<file path="src/dqom_pkg.sv">
`timescale 1ns / 1ps
`default_nettype none
package dqom_pkg;

	localparam int DAY_W     = 5;
	localparam int MON_W     = 4;
	localparam int VAL_W     = 32;
	localparam int ALW_W     = 16;
	localparam int DEN_W     = 5;
	localparam int DIV_STEPS = 32;
	localparam int CNT_W     = $clog2(DIV_STEPS + 1);

	localparam logic [DAY_W-1:0] DAY_ONE  = 5'd1;
	localparam logic [DAY_W-1:0] CLR_NONE = 5'd31;
	localparam logic [DAY_W-1:0] DIM_28   = 5'd28;
	localparam logic [DAY_W-1:0] DIM_30   = 5'd30;
	localparam logic [DAY_W-1:0] DIM_31   = 5'd31;
	localparam logic [DEN_W-1:0] PRE_DEN  = 5'd30;

	localparam logic [MON_W-1:0] MON_JAN  = 4'd1;
	localparam logic [MON_W-1:0] MON_FEB  = 4'd2;
	localparam logic [MON_W-1:0] MON_APR  = 4'd4;
	localparam logic [MON_W-1:0] MON_JUN  = 4'd6;
	localparam logic [MON_W-1:0] MON_SEP  = 4'd9;
	localparam logic [MON_W-1:0] MON_NOV  = 4'd11;
	localparam logic [MON_W-1:0] MON_DEC  = 4'd12;
	localparam logic [MON_W-1:0] SLOT_DEC = 4'd11;

	localparam logic [ALW_W-1:0] ALW_MAX = 16'hFFFF;

	typedef struct packed {
		logic [DAY_W-1:0] last_day;
		logic [VAL_W-1:0] last_reading;
		logic [VAL_W-1:0] month_start;
		logic             warn;
	} entry_t;

	typedef struct packed {
		logic             start;
		logic [VAL_W-1:0] num;
		logic [DEN_W-1:0] den;
	} div_req_t;

	typedef struct packed {
		logic             busy;
		logic             done;
		logic [VAL_W-1:0] quo;
		logic [DEN_W-1:0] rmd;
	} div_rsp_t;

	typedef struct packed {
		logic             record_valid;
		logic [MON_W-1:0] month_slot;
		logic [VAL_W-1:0] month_amount;
		logic [DAY_W-1:0] day_slot;
		logic [VAL_W-1:0] day_amount;
		logic [DAY_W-1:0] clear_from;
		logic [ALW_W-1:0] day_allowance;
		logic             overrun;
		logic [VAL_W-1:0] overrun_usage;
	} res_t;

	localparam res_t RES_NONE = '{
		record_valid:  1'b0,
		month_slot:    '0,
		month_amount:  '0,
		day_slot:      '0,
		day_amount:    '0,
		clear_from:    CLR_NONE,
		day_allowance: '0,
		overrun:       1'b0,
		overrun_usage: '0
	};

endpackage
`default_nettype wire

</file>
<file path="src/dqom_in_if.sv">
`timescale 1ns / 1ps
`default_nettype none
interface dqom_in_if;
	import dqom_pkg::*;

	logic             valid;
	logic             ready;
	logic             meter_id;
	logic             meter_present;
	logic [DAY_W-1:0] day_of_month;
	logic [MON_W-1:0] month_number;
	logic [VAL_W-1:0] meter_reading;
	logic [VAL_W-1:0] month_limit;

	modport source (
		output valid, meter_id, meter_present, day_of_month, month_number,
			meter_reading, month_limit,
		input ready
	);
	modport sink (
		input valid, meter_id, meter_present, day_of_month, month_number,
			meter_reading, month_limit,
		output ready
	);
endinterface
`default_nettype wire

</file>
<file path="src/dqom_out_if.sv">
`timescale 1ns / 1ps
`default_nettype none
interface dqom_out_if;
	import dqom_pkg::*;

	logic             valid;
	logic             ready;
	logic             record_valid;
	logic [MON_W-1:0] month_slot;
	logic [VAL_W-1:0] month_amount;
	logic [DAY_W-1:0] day_slot;
	logic [VAL_W-1:0] day_amount;
	logic [DAY_W-1:0] clear_from;
	logic [ALW_W-1:0] day_allowance;
	logic             overrun;
	logic [VAL_W-1:0] overrun_usage;

	modport source (
		output valid, record_valid, month_slot, month_amount, day_slot, day_amount,
			clear_from, day_allowance, overrun, overrun_usage,
		input ready
	);
	modport sink (
		input valid, record_valid, month_slot, month_amount, day_slot, day_amount,
			clear_from, day_allowance, overrun, overrun_usage,
		output ready
	);
endinterface
`default_nettype wire

</file>
<file path="src/dqom_div.sv">
`timescale 1ns / 1ps
`default_nettype none
module dqom_div (
	input  logic                clk,
	input  logic                arst_n,
	input  dqom_pkg::div_req_t  req,
	output dqom_pkg::div_rsp_t  rsp
);
	import dqom_pkg::*;

	logic             busy_q;
	logic [CNT_W-1:0] cnt_q;
	logic [VAL_W-1:0] acc_q;
	logic [DEN_W-1:0] rmd_q;
	logic [DEN_W-1:0] den_q;
	logic [DEN_W:0]   trial;
	logic             fits;

	// restoring step: one quotient bit a cycle
	assign trial = {rmd_q, acc_q[VAL_W-1]};
	assign fits  = trial >= {1'b0, den_q};

	always_ff @(posedge clk or negedge arst_n) begin
		if (!arst_n) begin
			busy_q <= 1'b0;
			cnt_q  <= '0;
			acc_q  <= '0;
			rmd_q  <= '0;
			den_q  <= '0;
		end else if (req.start) begin
			busy_q <= 1'b1;
			cnt_q  <= CNT_W'(DIV_STEPS);
			acc_q  <= req.num;
			rmd_q  <= '0;
			den_q  <= req.den;
		end else if (busy_q) begin
			if (cnt_q == '0) begin
				busy_q <= 1'b0;
			end else begin
				cnt_q <= cnt_q - CNT_W'(1);
				acc_q <= {acc_q[VAL_W-2:0], fits};
				rmd_q <= fits ? DEN_W'(trial - {1'b0, den_q}) : trial[DEN_W-1:0];
			end
		end
	end

	assign rsp.busy = busy_q;
	assign rsp.done = busy_q && (cnt_q == '0);
	assign rsp.quo  = acc_q;
	assign rsp.rmd  = rmd_q;
endmodule
`default_nettype wire

</file>
<file path="src/dqom_mem.sv">
`timescale 1ns / 1ps
`default_nettype none
module dqom_mem #(
	parameter int DEPTH = 2,
	parameter int AW    = 1
) (
	input  logic               clk,
	input  logic               rd_en,
	input  logic [AW-1:0]      rd_addr,
	output dqom_pkg::entry_t   rd_data,
	input  logic               wr_en,
	input  logic [AW-1:0]      wr_addr,
	input  dqom_pkg::entry_t   wr_data
);
	import dqom_pkg::*;

	entry_t mem [DEPTH];

	always_ff @(posedge clk) begin
		if (wr_en) begin
			mem[wr_addr] <= wr_data;
		end
	end

	always_ff @(posedge clk) begin
		if (rd_en) begin
			rd_data <= mem[rd_addr];
		end
	end
endmodule
`default_nettype wire

</file>
<file path="src/daily_quota_overrun_monitor.sv">
`timescale 1ns / 1ps
`default_nettype none
// channel  side    handshake     word
// reading  sink    valid/ready   meter_id, meter_present, day_of_month, month_number,
//                                meter_reading, month_limit
// record   source  valid/ready   record_valid .. overrun_usage
//
// A reading of a started meter passes take, state lookup, the 32-step restoring divider
// for the allowance (state write-back when it is done) and output load.
// An absent meter skips lookup and divider; a first sample skips only the divider.
// Reset clears the started flags and the full-month flag; the state memory needs no clear.
// The output register holds a result while the next reading is taken and worked on.
module daily_quota_overrun_monitor #(
	parameter int METER_COUNT = 2
) (
	input  logic       clk,
	input  logic       arst_n,
	dqom_in_if.sink    reading,
	dqom_out_if.source record
);
	import dqom_pkg::*;

	localparam int IDX_W = (METER_COUNT > 1) ? $clog2(METER_COUNT) : 1;

	typedef enum logic [1:0] {ST_IDLE, ST_LOOK, ST_DIV, ST_DONE} state_t;

	state_t                 state_q;
	logic [IDX_W-1:0]       idx_q;
	logic [DAY_W-1:0]       day_q;
	logic [MON_W-1:0]       mon_q;
	logic [VAL_W-1:0]       rdg_q;
	logic [VAL_W-1:0]       lim_q;
	logic [METER_COUNT-1:0] started_q;
	logic                   fms_q;
	logic                   rnd_q;
	logic [DEN_W-1:0]       den_q;
	res_t                   res_q;
	res_t                   out_q;
	logic                   out_vld_q;

	logic             accept;
	logic             in_hit;
	logic [IDX_W-1:0] in_idx;
	logic [DAY_W-1:0] in_day;
	logic [MON_W-1:0] in_mon;

	entry_t           entry;
	entry_t           mem_wr;
	logic             mem_wr_en;
	logic             mem_rd_en;

	logic             first_day;
	logic             day_chg;
	logic             fms_now;
	logic [VAL_W-1:0] used;
	logic [VAL_W-1:0] rem;
	logic [DAY_W-1:0] dim;
	logic [DAY_W:0]   dim_p1;
	logic [DEN_W-1:0] dvs;
	logic [MON_W-1:0] mslot;
	logic [DAY_W-1:0] dslot;

	div_req_t         div_req;
	div_rsp_t         div_rsp;
	logic             round;
	logic [VAL_W:0]   sum;
	logic [ALW_W-1:0] allow;
	logic             over;
	logic             ovr;
	logic             out_load;

	assign reading.ready = (state_q == ST_IDLE);
	assign accept        = reading.valid && reading.ready;
	assign in_hit        = reading.meter_present && (32'(reading.meter_id) < 32'(METER_COUNT));
	assign in_idx        = IDX_W'(reading.meter_id);
	assign in_day        = (reading.day_of_month == '0) ? DAY_ONE : reading.day_of_month;

	always_comb begin
		if (reading.month_number == '0) begin
			in_mon = MON_JAN;
		end else if (reading.month_number > MON_DEC) begin
			in_mon = MON_DEC;
		end else begin
			in_mon = reading.month_number;
		end
	end

	assign mem_rd_en = accept && in_hit;

	dqom_mem #(
		.DEPTH (METER_COUNT),
		.AW    (IDX_W)
	) u_mem (
		.clk     (clk),
		.rd_en   (mem_rd_en),
		.rd_addr (in_idx),
		.rd_data (entry),
		.wr_en   (mem_wr_en),
		.wr_addr (idx_q),
		.wr_data (mem_wr)
	);

	// lookup stage
	assign first_day = (day_q == DAY_ONE);
	assign day_chg   = (day_q != entry.last_day);
	assign fms_now   = fms_q || first_day;
	assign used      = first_day ? '0 : rdg_q - entry.month_start;
	assign rem       = (used > lim_q) ? '0 : lim_q - used;

	always_comb begin
		case (mon_q)
			MON_APR, MON_JUN, MON_SEP, MON_NOV: dim = DIM_30;
			MON_FEB:                            dim = DIM_28;
			default:                            dim = DIM_31;
		endcase
	end

	assign dim_p1 = {1'b0, dim} + (DAY_W + 1)'(1);
	assign dvs    = (dim_p1 > {1'b0, day_q}) ? DEN_W'(dim_p1 - {1'b0, day_q}) : DEN_W'(1);

	always_comb begin
		if (first_day) begin
			mslot = (mon_q == MON_JAN) ? SLOT_DEC : mon_q - MON_FEB;
		end else begin
			mslot = mon_q - MON_JAN;
		end
		if (day_chg) begin
			dslot = (entry.last_day == '0) ? '0 : entry.last_day - DAY_ONE;
		end else begin
			dslot = day_q - DAY_ONE;
		end
	end

	assign div_req.start = (state_q == ST_LOOK) && started_q[idx_q];
	assign div_req.num   = fms_now ? rem : lim_q;
	assign div_req.den   = fms_now ? dvs : PRE_DEN;

	dqom_div u_div (
		.clk    (clk),
		.arst_n (arst_n),
		.req    (div_req),
		.rsp    (div_rsp)
	);

	// allowance: quotient rounded half up once a month start is seen, truncated before, then saturated
	assign round = rnd_q && ({div_rsp.rmd, 1'b0} >= {1'b0, den_q});
	assign sum   = {1'b0, div_rsp.quo} + (VAL_W + 1)'(round);
	assign allow = (sum > (VAL_W + 1)'(ALW_MAX)) ? ALW_MAX : sum[ALW_W-1:0];
	assign over  = VAL_W'(allow) < res_q.day_amount;
	assign ovr   = over && entry.warn;

	assign out_load = (state_q == ST_DONE) && (!out_vld_q || record.ready);

	always_comb begin
		mem_wr_en = 1'b0;
		mem_wr    = entry;
		if (state_q == ST_LOOK && !started_q[idx_q]) begin
			mem_wr_en           = 1'b1;
			mem_wr.last_day     = day_q;
			mem_wr.last_reading = rdg_q;
			mem_wr.month_start  = rdg_q;
			mem_wr.warn         = 1'b0;
		end else if (state_q == ST_DIV && div_rsp.done) begin
			mem_wr_en           = 1'b1;
			mem_wr.last_day     = day_q;
			mem_wr.last_reading = day_chg ? rdg_q : entry.last_reading;
			mem_wr.month_start  = first_day ? rdg_q : entry.month_start;
			mem_wr.warn         = over;
		end
	end

	always_ff @(posedge clk or negedge arst_n) begin
		if (!arst_n) begin
			state_q   <= ST_IDLE;
			idx_q     <= '0;
			day_q     <= '0;
			mon_q     <= '0;
			rdg_q     <= '0;
			lim_q     <= '0;
			started_q <= '0;
			fms_q     <= 1'b0;
			rnd_q     <= 1'b0;
			den_q     <= '0;
			res_q     <= RES_NONE;
			out_q     <= RES_NONE;
			out_vld_q <= 1'b0;
		end else begin
			if (out_load) begin
				out_vld_q <= 1'b1;
			end else if (record.ready) begin
				out_vld_q <= 1'b0;
			end
			case (state_q)
				ST_IDLE: begin
					if (accept) begin
						idx_q   <= in_idx;
						day_q   <= in_day;
						mon_q   <= in_mon;
						rdg_q   <= reading.meter_reading;
						lim_q   <= reading.month_limit;
						res_q   <= RES_NONE;
						state_q <= in_hit ? ST_LOOK : ST_DONE;
					end
				end
				ST_LOOK: begin
					if (!started_q[idx_q]) begin
						started_q[idx_q] <= 1'b1;
						state_q          <= ST_DONE;
					end else begin
						fms_q              <= fms_now;
						rnd_q              <= fms_now;
						den_q              <= div_req.den;
						res_q.record_valid <= 1'b1;
						res_q.month_slot   <= mslot;
						res_q.month_amount <= rdg_q - entry.month_start;
						res_q.day_slot     <= dslot;
						res_q.day_amount   <= rdg_q - entry.last_reading;
						res_q.clear_from   <= first_day ? entry.last_day : CLR_NONE;
						state_q            <= ST_DIV;
					end
				end
				ST_DIV: begin
					if (div_rsp.done) begin
						res_q.day_allowance <= allow;
						res_q.overrun       <= ovr;
						res_q.overrun_usage <= ovr ? res_q.day_amount : '0;
						state_q             <= ST_DONE;
					end
				end
				ST_DONE: begin
					if (out_load) begin
						out_q   <= res_q;
						state_q <= ST_IDLE;
					end
				end
				default: state_q <= ST_IDLE;
			endcase
		end
	end

	assign record.valid         = out_vld_q;
	assign record.record_valid  = out_q.record_valid;
	assign record.month_slot    = out_q.month_slot;
	assign record.month_amount  = out_q.month_amount;
	assign record.day_slot      = out_q.day_slot;
	assign record.day_amount    = out_q.day_amount;
	assign record.clear_from    = out_q.clear_from;
	assign record.day_allowance = out_q.day_allowance;
	assign record.overrun       = out_q.overrun;
	assign record.overrun_usage = out_q.overrun_usage;

	a_overrun_exceeds: assert property (@(posedge clk) disable iff (!arst_n)
		record.valid && record.overrun |->
			record.record_valid && (record.overrun_usage > VAL_W'(record.day_allowance)))
		else $error("overrun without usage above allowance");

	a_empty_record: assert property (@(posedge clk) disable iff (!arst_n)
		record.valid && !record.record_valid |->
			!record.overrun && (record.clear_from == CLR_NONE) && (record.day_allowance == '0))
		else $error("empty record carries data");

	a_no_wr_on_take: assert property (@(posedge clk) disable iff (!arst_n)
		mem_wr_en |-> !accept)
		else $error("state write-back while a word is taken");

	a_div_idle_start: assert property (@(posedge clk) disable iff (!arst_n)
		div_req.start |-> !div_rsp.busy)
		else $error("divider started while busy");

endmodule
`default_nettype wire

</file>
<file path="src/flat_wrapper.sv">
// flat-port wrapper written by rule: the top's interface ports become plain ports
module daily_quota_overrun_monitor_flat import dqom_pkg::*;
#(
	parameter int METER_COUNT = 2
)
  (clk, arst_n, reading_valid, reading_meter_id, reading_meter_present, reading_day_of_month, reading_month_number, reading_meter_reading, reading_month_limit, reading_ready, record_valid, record_record_valid, record_month_slot, record_month_amount, record_day_slot, record_day_amount, record_clear_from, record_day_allowance, record_overrun, record_overrun_usage, record_ready);
  dqom_in_if reading_i ();
  dqom_out_if record_i ();
  input  logic clk;
  input  logic arst_n;
  input wire logic [$bits(reading_i.valid)-1:0] reading_valid;
  input wire logic [$bits(reading_i.meter_id)-1:0] reading_meter_id;
  input wire logic [$bits(reading_i.meter_present)-1:0] reading_meter_present;
  input wire logic [$bits(reading_i.day_of_month)-1:0] reading_day_of_month;
  input wire logic [$bits(reading_i.month_number)-1:0] reading_month_number;
  input wire logic [$bits(reading_i.meter_reading)-1:0] reading_meter_reading;
  input wire logic [$bits(reading_i.month_limit)-1:0] reading_month_limit;
  output wire logic [$bits(reading_i.ready)-1:0] reading_ready;
  output wire logic [$bits(record_i.valid)-1:0] record_valid;
  output wire logic [$bits(record_i.record_valid)-1:0] record_record_valid;
  output wire logic [$bits(record_i.month_slot)-1:0] record_month_slot;
  output wire logic [$bits(record_i.month_amount)-1:0] record_month_amount;
  output wire logic [$bits(record_i.day_slot)-1:0] record_day_slot;
  output wire logic [$bits(record_i.day_amount)-1:0] record_day_amount;
  output wire logic [$bits(record_i.clear_from)-1:0] record_clear_from;
  output wire logic [$bits(record_i.day_allowance)-1:0] record_day_allowance;
  output wire logic [$bits(record_i.overrun)-1:0] record_overrun;
  output wire logic [$bits(record_i.overrun_usage)-1:0] record_overrun_usage;
  input wire logic [$bits(record_i.ready)-1:0] record_ready;
  assign reading_i.valid = reading_valid;
  assign reading_i.meter_id = reading_meter_id;
  assign reading_i.meter_present = reading_meter_present;
  assign reading_i.day_of_month = reading_day_of_month;
  assign reading_i.month_number = reading_month_number;
  assign reading_i.meter_reading = reading_meter_reading;
  assign reading_i.month_limit = reading_month_limit;
  assign reading_ready = reading_i.ready;
  assign record_valid = record_i.valid;
  assign record_record_valid = record_i.record_valid;
  assign record_month_slot = record_i.month_slot;
  assign record_month_amount = record_i.month_amount;
  assign record_day_slot = record_i.day_slot;
  assign record_day_amount = record_i.day_amount;
  assign record_clear_from = record_i.clear_from;
  assign record_day_allowance = record_i.day_allowance;
  assign record_overrun = record_i.overrun;
  assign record_overrun_usage = record_i.overrun_usage;
  assign record_i.ready = record_ready;
  daily_quota_overrun_monitor #(.METER_COUNT(METER_COUNT)) u_core (.clk(clk), .arst_n(arst_n), .reading(reading_i), .record(record_i));
endmodule
</file>
<file path="config.mk">
export PLATFORM = sky130hd
export DESIGN_NAME = daily_quota_overrun_monitor_flat
export DESIGN_NICKNAME = d
export VERILOG_FILES = /design/src/dqom_pkg.sv /design/src/dqom_in_if.sv /design/src/dqom_out_if.sv /design/src/dqom_div.sv /design/src/dqom_mem.sv /design/src/daily_quota_overrun_monitor.sv /design/src/flat_wrapper.sv
export SDC_FILE = /design/constraint.sdc
export NUM_CORES = 1
export LEC_CHECK = 0
export ABC_AREA = 1
export ABC_CLOCK_PERIOD_IN_PS = 6870
export BUFFER_PORTS_ARGS = -buffer_cell sky130_fd_sc_hd__buf_4
export CELL_PAD_IN_SITES_DETAIL_PLACEMENT = 1
export CELL_PAD_IN_SITES_GLOBAL_PLACEMENT = 1
export CORE_ASPECT_RATIO = 1.2
export CORE_MARGIN = 5
export CORE_UTILIZATION = 30
export CTS_CLUSTER_DIAMETER = 120
export DETAILED_ROUTE_END_ITERATION = 12
export MAX_ROUTING_LAYER = met4
export PLACE_DENSITY_LB_ADDON = 0.08
export SLEW_MARGIN = 10
export SYNTH_ARGS = -nofsm -noshare
export SYNTH_HDL_FRONTEND = slang
export SYNTH_SLANG_ARGS = --single-unit
export TNS_END_PERCENT = 50
</file>
<file path="constraint.sdc">
create_clock -name clk -period 6.87 [get_ports clk]
set_input_delay 1.374 -clock clk [delete_from_list [all_inputs] [get_ports clk]]
set_output_delay 1.374 -clock clk [all_outputs]
set_load 0.03 [all_outputs]
</file>
Yosys cells after proc, flatten, opt, wreduce, memory -nomap -nowiden --
Memories as Yosys holds them, arrays and structs flattened. A register that Yosys moved wholly into a read port is not among the register bits. Cells that the tools add are included. Widths: inputs -> output; s select.
Storage, ports and cells: flip-flop bits (word level) 390, RAM bits 140, bits of input ports 79, logic and storage cells 159, memories kept 1
Memories:
- u_core.u_mem.mem | depth 2, width 70, read ports 1, clocked after Yosys merged registers in 1, write ports 1, line dqom_mem.sv:17 | entry_t mem [DEPTH];
Operators by class: add/subtract/negate cells 12, magnitude comparators 9, equal/unequal tests 16, muxes and demuxes 54, bitwise logic cells 2, reduce and logical (&&, ||, !) cells 32
Operator list (count):
- $mux 32 | 9
- $pmux 79 s2 | 1
- $mux 70 | 2
- $mux 128 | 1
- $pmux 49 s2 | 1
- $sub 32x32->32 | 3
- $mux 79 | 1
- $mux 5 | 10
- $mux 49 | 1
- $add 32x1->33 | 1
- $gt 33x16->1 const B | 1
- $gt 32x32->1 | 1
- $lt 16x32->1 | 1
- $mux 6 | 3
- $mux 16 | 1
- $mux 4 | 4
- $mux 1 | 13
- $ge 6x5->1 | 2
- $logic_and 1x1->1 | 10
- $logic_not 5->1 | 2
- $reduce_and 2->1 | 5
- $sub 5x1->5 const B | 2
- $sub 5x5->5 | 2
- $reduce_and 3->1 | 3
- 31 further kinds | 45

Longest topological paths before layout --
word-level depth 10, gate-level depth with buffers 34, gate-level depth less buffers 33

Hierarchy --
From an unflattened synthesis, not the netlist that was laid out.
Unflattened totals: cells, all modules 3520, area, all modules 30855.8 µm²
By module, submodules not included:
- daily_quota_overrun_monitor | times used 1, cells an instance 2770, area each 21089.0 µm²
- dqom_mem | times used 1, cells an instance 440, area each 7260.7 µm²
- dqom_div | times used 1, cells an instance 310, area each 2506.2 µm²

Worst setup path after synthesis --
No wires, ideal clock.
path type register -> register, from reg u_core.u_div.cnt_q[0], to mem u_core.u_mem.mem[0][0] (netlist bit) (enable), library setup time 499 ps, arrival 4518 ps, data required time 6371 ps, slack 1853 ps, cell stages (with the launch flop) 14, clock period less this slack 5017 ps, path through dfrtp_1 -> inv_1 -> ha_1 -> inv_1 -> nor3_1 -> inv_1 -> nor3_1 -> inv_1 -> nor2_1 -> nand2_1 -> inv_1 -> nor2_1 -> clkbuf_1 -> nor2_1
Between the ends: longest elaborated chain between the ends 7
RTL lines:
- start, declared | line dqom_div.sv:12 | logic [CNT_W-1:0] cnt_q;
- start signal, assigned | line dqom_div.sv:32 | cnt_q <= CNT_W'(DIV_STEPS);
- start signal, assigned | line dqom_div.sv:40 | cnt_q <= cnt_q - CNT_W'(1);
- $logic_not 6->1 | line dqom_div.sv:48 | assign rsp.done = busy_q && (cnt_q == '0);
- $logic_and 1x1->1 | line dqom_div.sv:48
- $logic_and 1x1->1 | line daily_quota_overrun_monitor.sv:163 | end else if (state_q == ST_DIV && div_rsp.done) begin
- $mux 1 | line daily_quota_overrun_monitor.sv:163
- $mux 1 | line daily_quota_overrun_monitor.sv:157 | if (state_q == ST_LOOK && !started_q[idx_q]) begin
- $mux 1 | line dqom_mem.sv:20 | if (wr_en) begin
- $mux 1 (implied by the code) | line dqom_mem.sv:21 | mem[wr_addr] <= wr_data;
- end, declared | line dqom_mem.sv:17
Every way passes these cells.

Worst setup path in the final report --
from reg u_core.u_mem.rd_data[1] (netlist name), to reg u_core.u_div.acc_q[3]
Between the ends: longest elaborated chain between the ends 6, elaborated cells on any way between the ends 7, classes of those cells add/sub (2); order compare (1); mux (4)
RTL lines:
- $sub 32x32->32 * | line daily_quota_overrun_monitor.sv:107 | assign used = first_day ? '0 : rdg_q - entry.month_start;
- $mux 32 * | line daily_quota_overrun_monitor.sv:107
- $sub 32x32->32 or $gt 32x32->1 (tied branches) | line daily_quota_overrun_monitor.sv:108 | assign rem = (used > lim_q) ? '0 : lim_q - used;
- $mux 32 * | line daily_quota_overrun_monitor.sv:108
- $mux 32 * | line daily_quota_overrun_monitor.sv:135 | assign div_req.num = fms_now ? rem : lim_q;
- $mux 32 * | line dqom_div.sv:30 | end else if (req.start) begin
- end signal, assigned | line dqom_div.sv:33 | acc_q <= req.num;
- end signal, assigned | line dqom_div.sv:41 | acc_q <= {acc_q[VAL_W-2:0], fits};
- end, declared | line dqom_div.sv:13 | logic [VAL_W-1:0] acc_q;
Every way passes the cells marked *; elsewhere a longest branch is shown, timed or not. A chain may end at the register's enable or synchronous reset.

==> flow_metrics.tcl <==
set metrics [dict create \
    cts_hold_buf 0 \
    synthCells 3457 \
    critPathMaxStageDelay_ns 0.64 \
    finalCritPeriodShare_pct 83.65 \
    ys_types 54 \
    synth_ff_type "dfrtp_1" \
    clock_latency_ns 0.64 \
    wirelength_um 111200 \
    avgViaCountPerCell 4.877 \
    clock_power_share_pct 19.7 \
    tightest_slew_ns 1.126 \
    synth_top_area_share_pct 30.81 \
    firstDrtPassIters 5 \
    slew_headroom_pct 24.73 \
    syn_to_final_growth_pct 17.88 \
    ys_seq_area_share_pct 52.38 \
    die_w_um 300.9 \
    synth-edff-count 210 \
    via_count 24740 \
    clk_path_buf_depth 3 \
    nets 3867 \
    path_clk_slew_ns 0.06 \
    switching_share_pct 47.54 \
    hold_violations 0 \
    cp_slowest_cell "o311ai_0" \
    fmax_ghz 0.1740 \
    rsz0062_at_grt "false" \
    grt_pass1_vias 26890 \
    start_util_pct 30.09 \
    place_hpwl_um 82900 \
    synth_common_cells "nand2_1, o21ai_0, inv_1" \
    grt_pass1_wl_um 169100 \
    cts_tree "done" \
    die_h_um 359.0 \
    post_cts_resize_count 0 \
    synth_area_per_cell_um2 8.811 \
    yosysWarnings 0 \
    fin_tns_setup_ns 0 \
    clock_sinks 595 \
    finalCriticalPeriod_ns 5.746 \
    fin_skew_ns 0.02869 \
    power_switching_mw 9.135 \
    finalPower_mw 19.21 \
    fillerInstances 11880 \
    power_density_nw_per_um2 535.1 \
    routedWlPerCell_um 21.92 \
    end_kind "flop" \
    clock-root-buffer "clkbuf_16" \
    async_reset_ff_share_pct 64.71 \
    multi_input_area_um2 12610 \
    worstSetupPathType "reg2reg" \
    synth.area.top_cells "dfrtp_1, edfxtp_1, nand2_1" \
    setup_violations 0 \
    yosysTopAreaCell "dfrtp_1" \
    p_comb_share_pct 50.8 \
    placed_cell_area_um2 33570 \
    maxCapViolCount 0 \
    ys_seq_elements 595 \
    antenna_found_initial 0 \
    min_path_type "reg2reg" \
    critical_path_required_ns 7.40 \
    drive_above_1_share_pct 12.63 \
    p_seq_share_pct 29.5 \
    track_usage_pct 20.83 \
    rows 128 \
    gp_congestion 0.8716 \
    design_area_um2 35900 \
    overflow 0 \
    die_area_um2 108000 \
    port_buffers 208 \
    core_um2 101200 \
    hold_slack_ns 0.4694 \
    drc 0 \
    ioPinCount 209 \
    post-synth-top-count-cell "nand2_1" \
    h-tree-depth 3 \
    drt_iter0_drc 1254 \
    finalMaxSlewViolations 0 \
    numCtsBuffers 71 \
    arrival_ns 6.28 \
    peakVddDrop_v 0.0001898 \
    cp_max_fo 19 \
    grt_max_degree 135 \
    ant_nets 0 \
    power.leakage_nw 16.66 \
    p_int_mw 10.08 \
    cts_setup_buffers 0 \
    seqCellArea_um2 15950 \
    cp-start-kind "flop" \
    synth_fp_nets 3678 \
    outcome "finished, final reports clean" \
    netlist_area_um2 30460 \
]
worst paths after layout:
check | cells after the start | slack (ns) | end | start
worst max-delay path | 26 | 1.12 | u_core.u_div.acc_q[3] | u_core.u_mem.rd_data[1]
worst min-delay path | 2 | 0.47 | u_core.started_q[0] | u_core.started_q[0]
worst max register to register | 26 | 1.12 | u_core.u_div.acc_q[3] | u_core.u_mem.rd_data[1]
worst min register to register | 2 | 0.47 | u_core.started_q[0] | u_core.started_q[0]
max in group asynchronous | 2 | 4.65 | u_core.rdg_q[22] | arst_n
min in group asynchronous | 1 | 0.77 | u_core.record.day_allowance[5] | arst_n
metal layers:
layer	share of wire [%]	vias to the layer above	routed length, um	track usage, %
li1	-	11820	-	-
met1	45	12470	49880	26.47
met2	50	323	56090	35.94
met3	2.5	127	2796	2.174
met4	2.2	0	2457	4.897
met5	0	-	0	-
kinds of logic (layout without fill, tap and decap cells):
kind of cell               after synthesis  after routing  share of synthesized area (%)
xor gates and xnor gates                74             74                          2.128
adders and majority gates              142            142                          5.957
AOI/OAI and AO/OA                      704            704                          12.71
buffers and inverters                  512            759                          6.486
muxes                                   35             35                          1.290
other                                    0              4                              0
DFF                                    595            595                          52.38
and+or+nand+nor                       1395           1395                          19.06
metrics by stage:
stage	std cells	utilization [%]	setup WS, ns
2_1_floorplan	3457	-	1.853
3_3_place_gp	4938	33.16	1.323
3_5_place_dp	4938	33.16	1.149
4_1_cts	5069	35.46	1.091
5_1_grt	5069	35.46	0.5544
6_report	5073	35.47	1.124
power groups by stage:
stage	logic (mW)	clock network (mW)	registers [mW]
global route	10.9	4.06	5.79
global placement	9.77	0	5.74
floorplan	6.01	0	5.84
finish	9.76	3.79	5.67
CTS	9.92	3.92	5.70
detailed placement	9.87	0	5.76
cells in the final DEF (no fill, tap or decap), drive strengths merged, types with 33 or more instances in the layout:
cell / count
o21ai: 412
clkbuf: 111
ha: 137
dfrtp: 375
buf: 237
xnor2: 33
nor2: 170
nand3: 135
a21oi: 146
mux2: 34
nand2: 1021
xor2: 41
inv: 392
edfxtp: 210
o211ai: 42
worst max-delay path: cells and delay by family, from the launching register on:
kind                     cells  cell delay (ns)
AND/OR/NAND/NOR             11             1.73
adder cells (fa/ha/maj)      3             0.87
buffers and inverters        3             0.22
flip-flops                   1             0.39
AO/OA/AOI/OAI                9             2.39
final cells by class:
| type | instances | area share [%] |
|---|---|---|
| clock buffers | 111 | 5.935 |
| flip-flops and latches | 595 | 44.43 |
| multi-input cells | 2350 | 35.12 |
| clock inverters | 20 | 0.5436 |
| well taps | 1365 | 4.757 |
| inverters | 391 | 4.102 |
| diodes | 4 | 0.02788 |
| repair buffers | 237 | 5.081 |
flip-flops by register name, indices dropped and copies added (netlist names), 4 cells and up:
name and cells:
u_core.u_mem.mem 140, u_core.res_q 128, u_core.u_mem.rd_data 70, u_core.lim_q 32, u_core.rdg_q 32, u_core.record.day_amount 32, u_core.record.month_amount 32, u_core.record.overrun_usage 32
u_core.u_div.acc_q 32, u_core.record.day_allowance 16, u_core.u_div.cnt_q 6, u_core.day_q 5, u_core.record.clear_from 5, u_core.record.day_slot 5, u_core.u_div.den_q 5, u_core.u_div.rmd_q 5
u_core.mon_q 4, u_core.record.month_slot 4
Power figures use the tool's default switching activity.
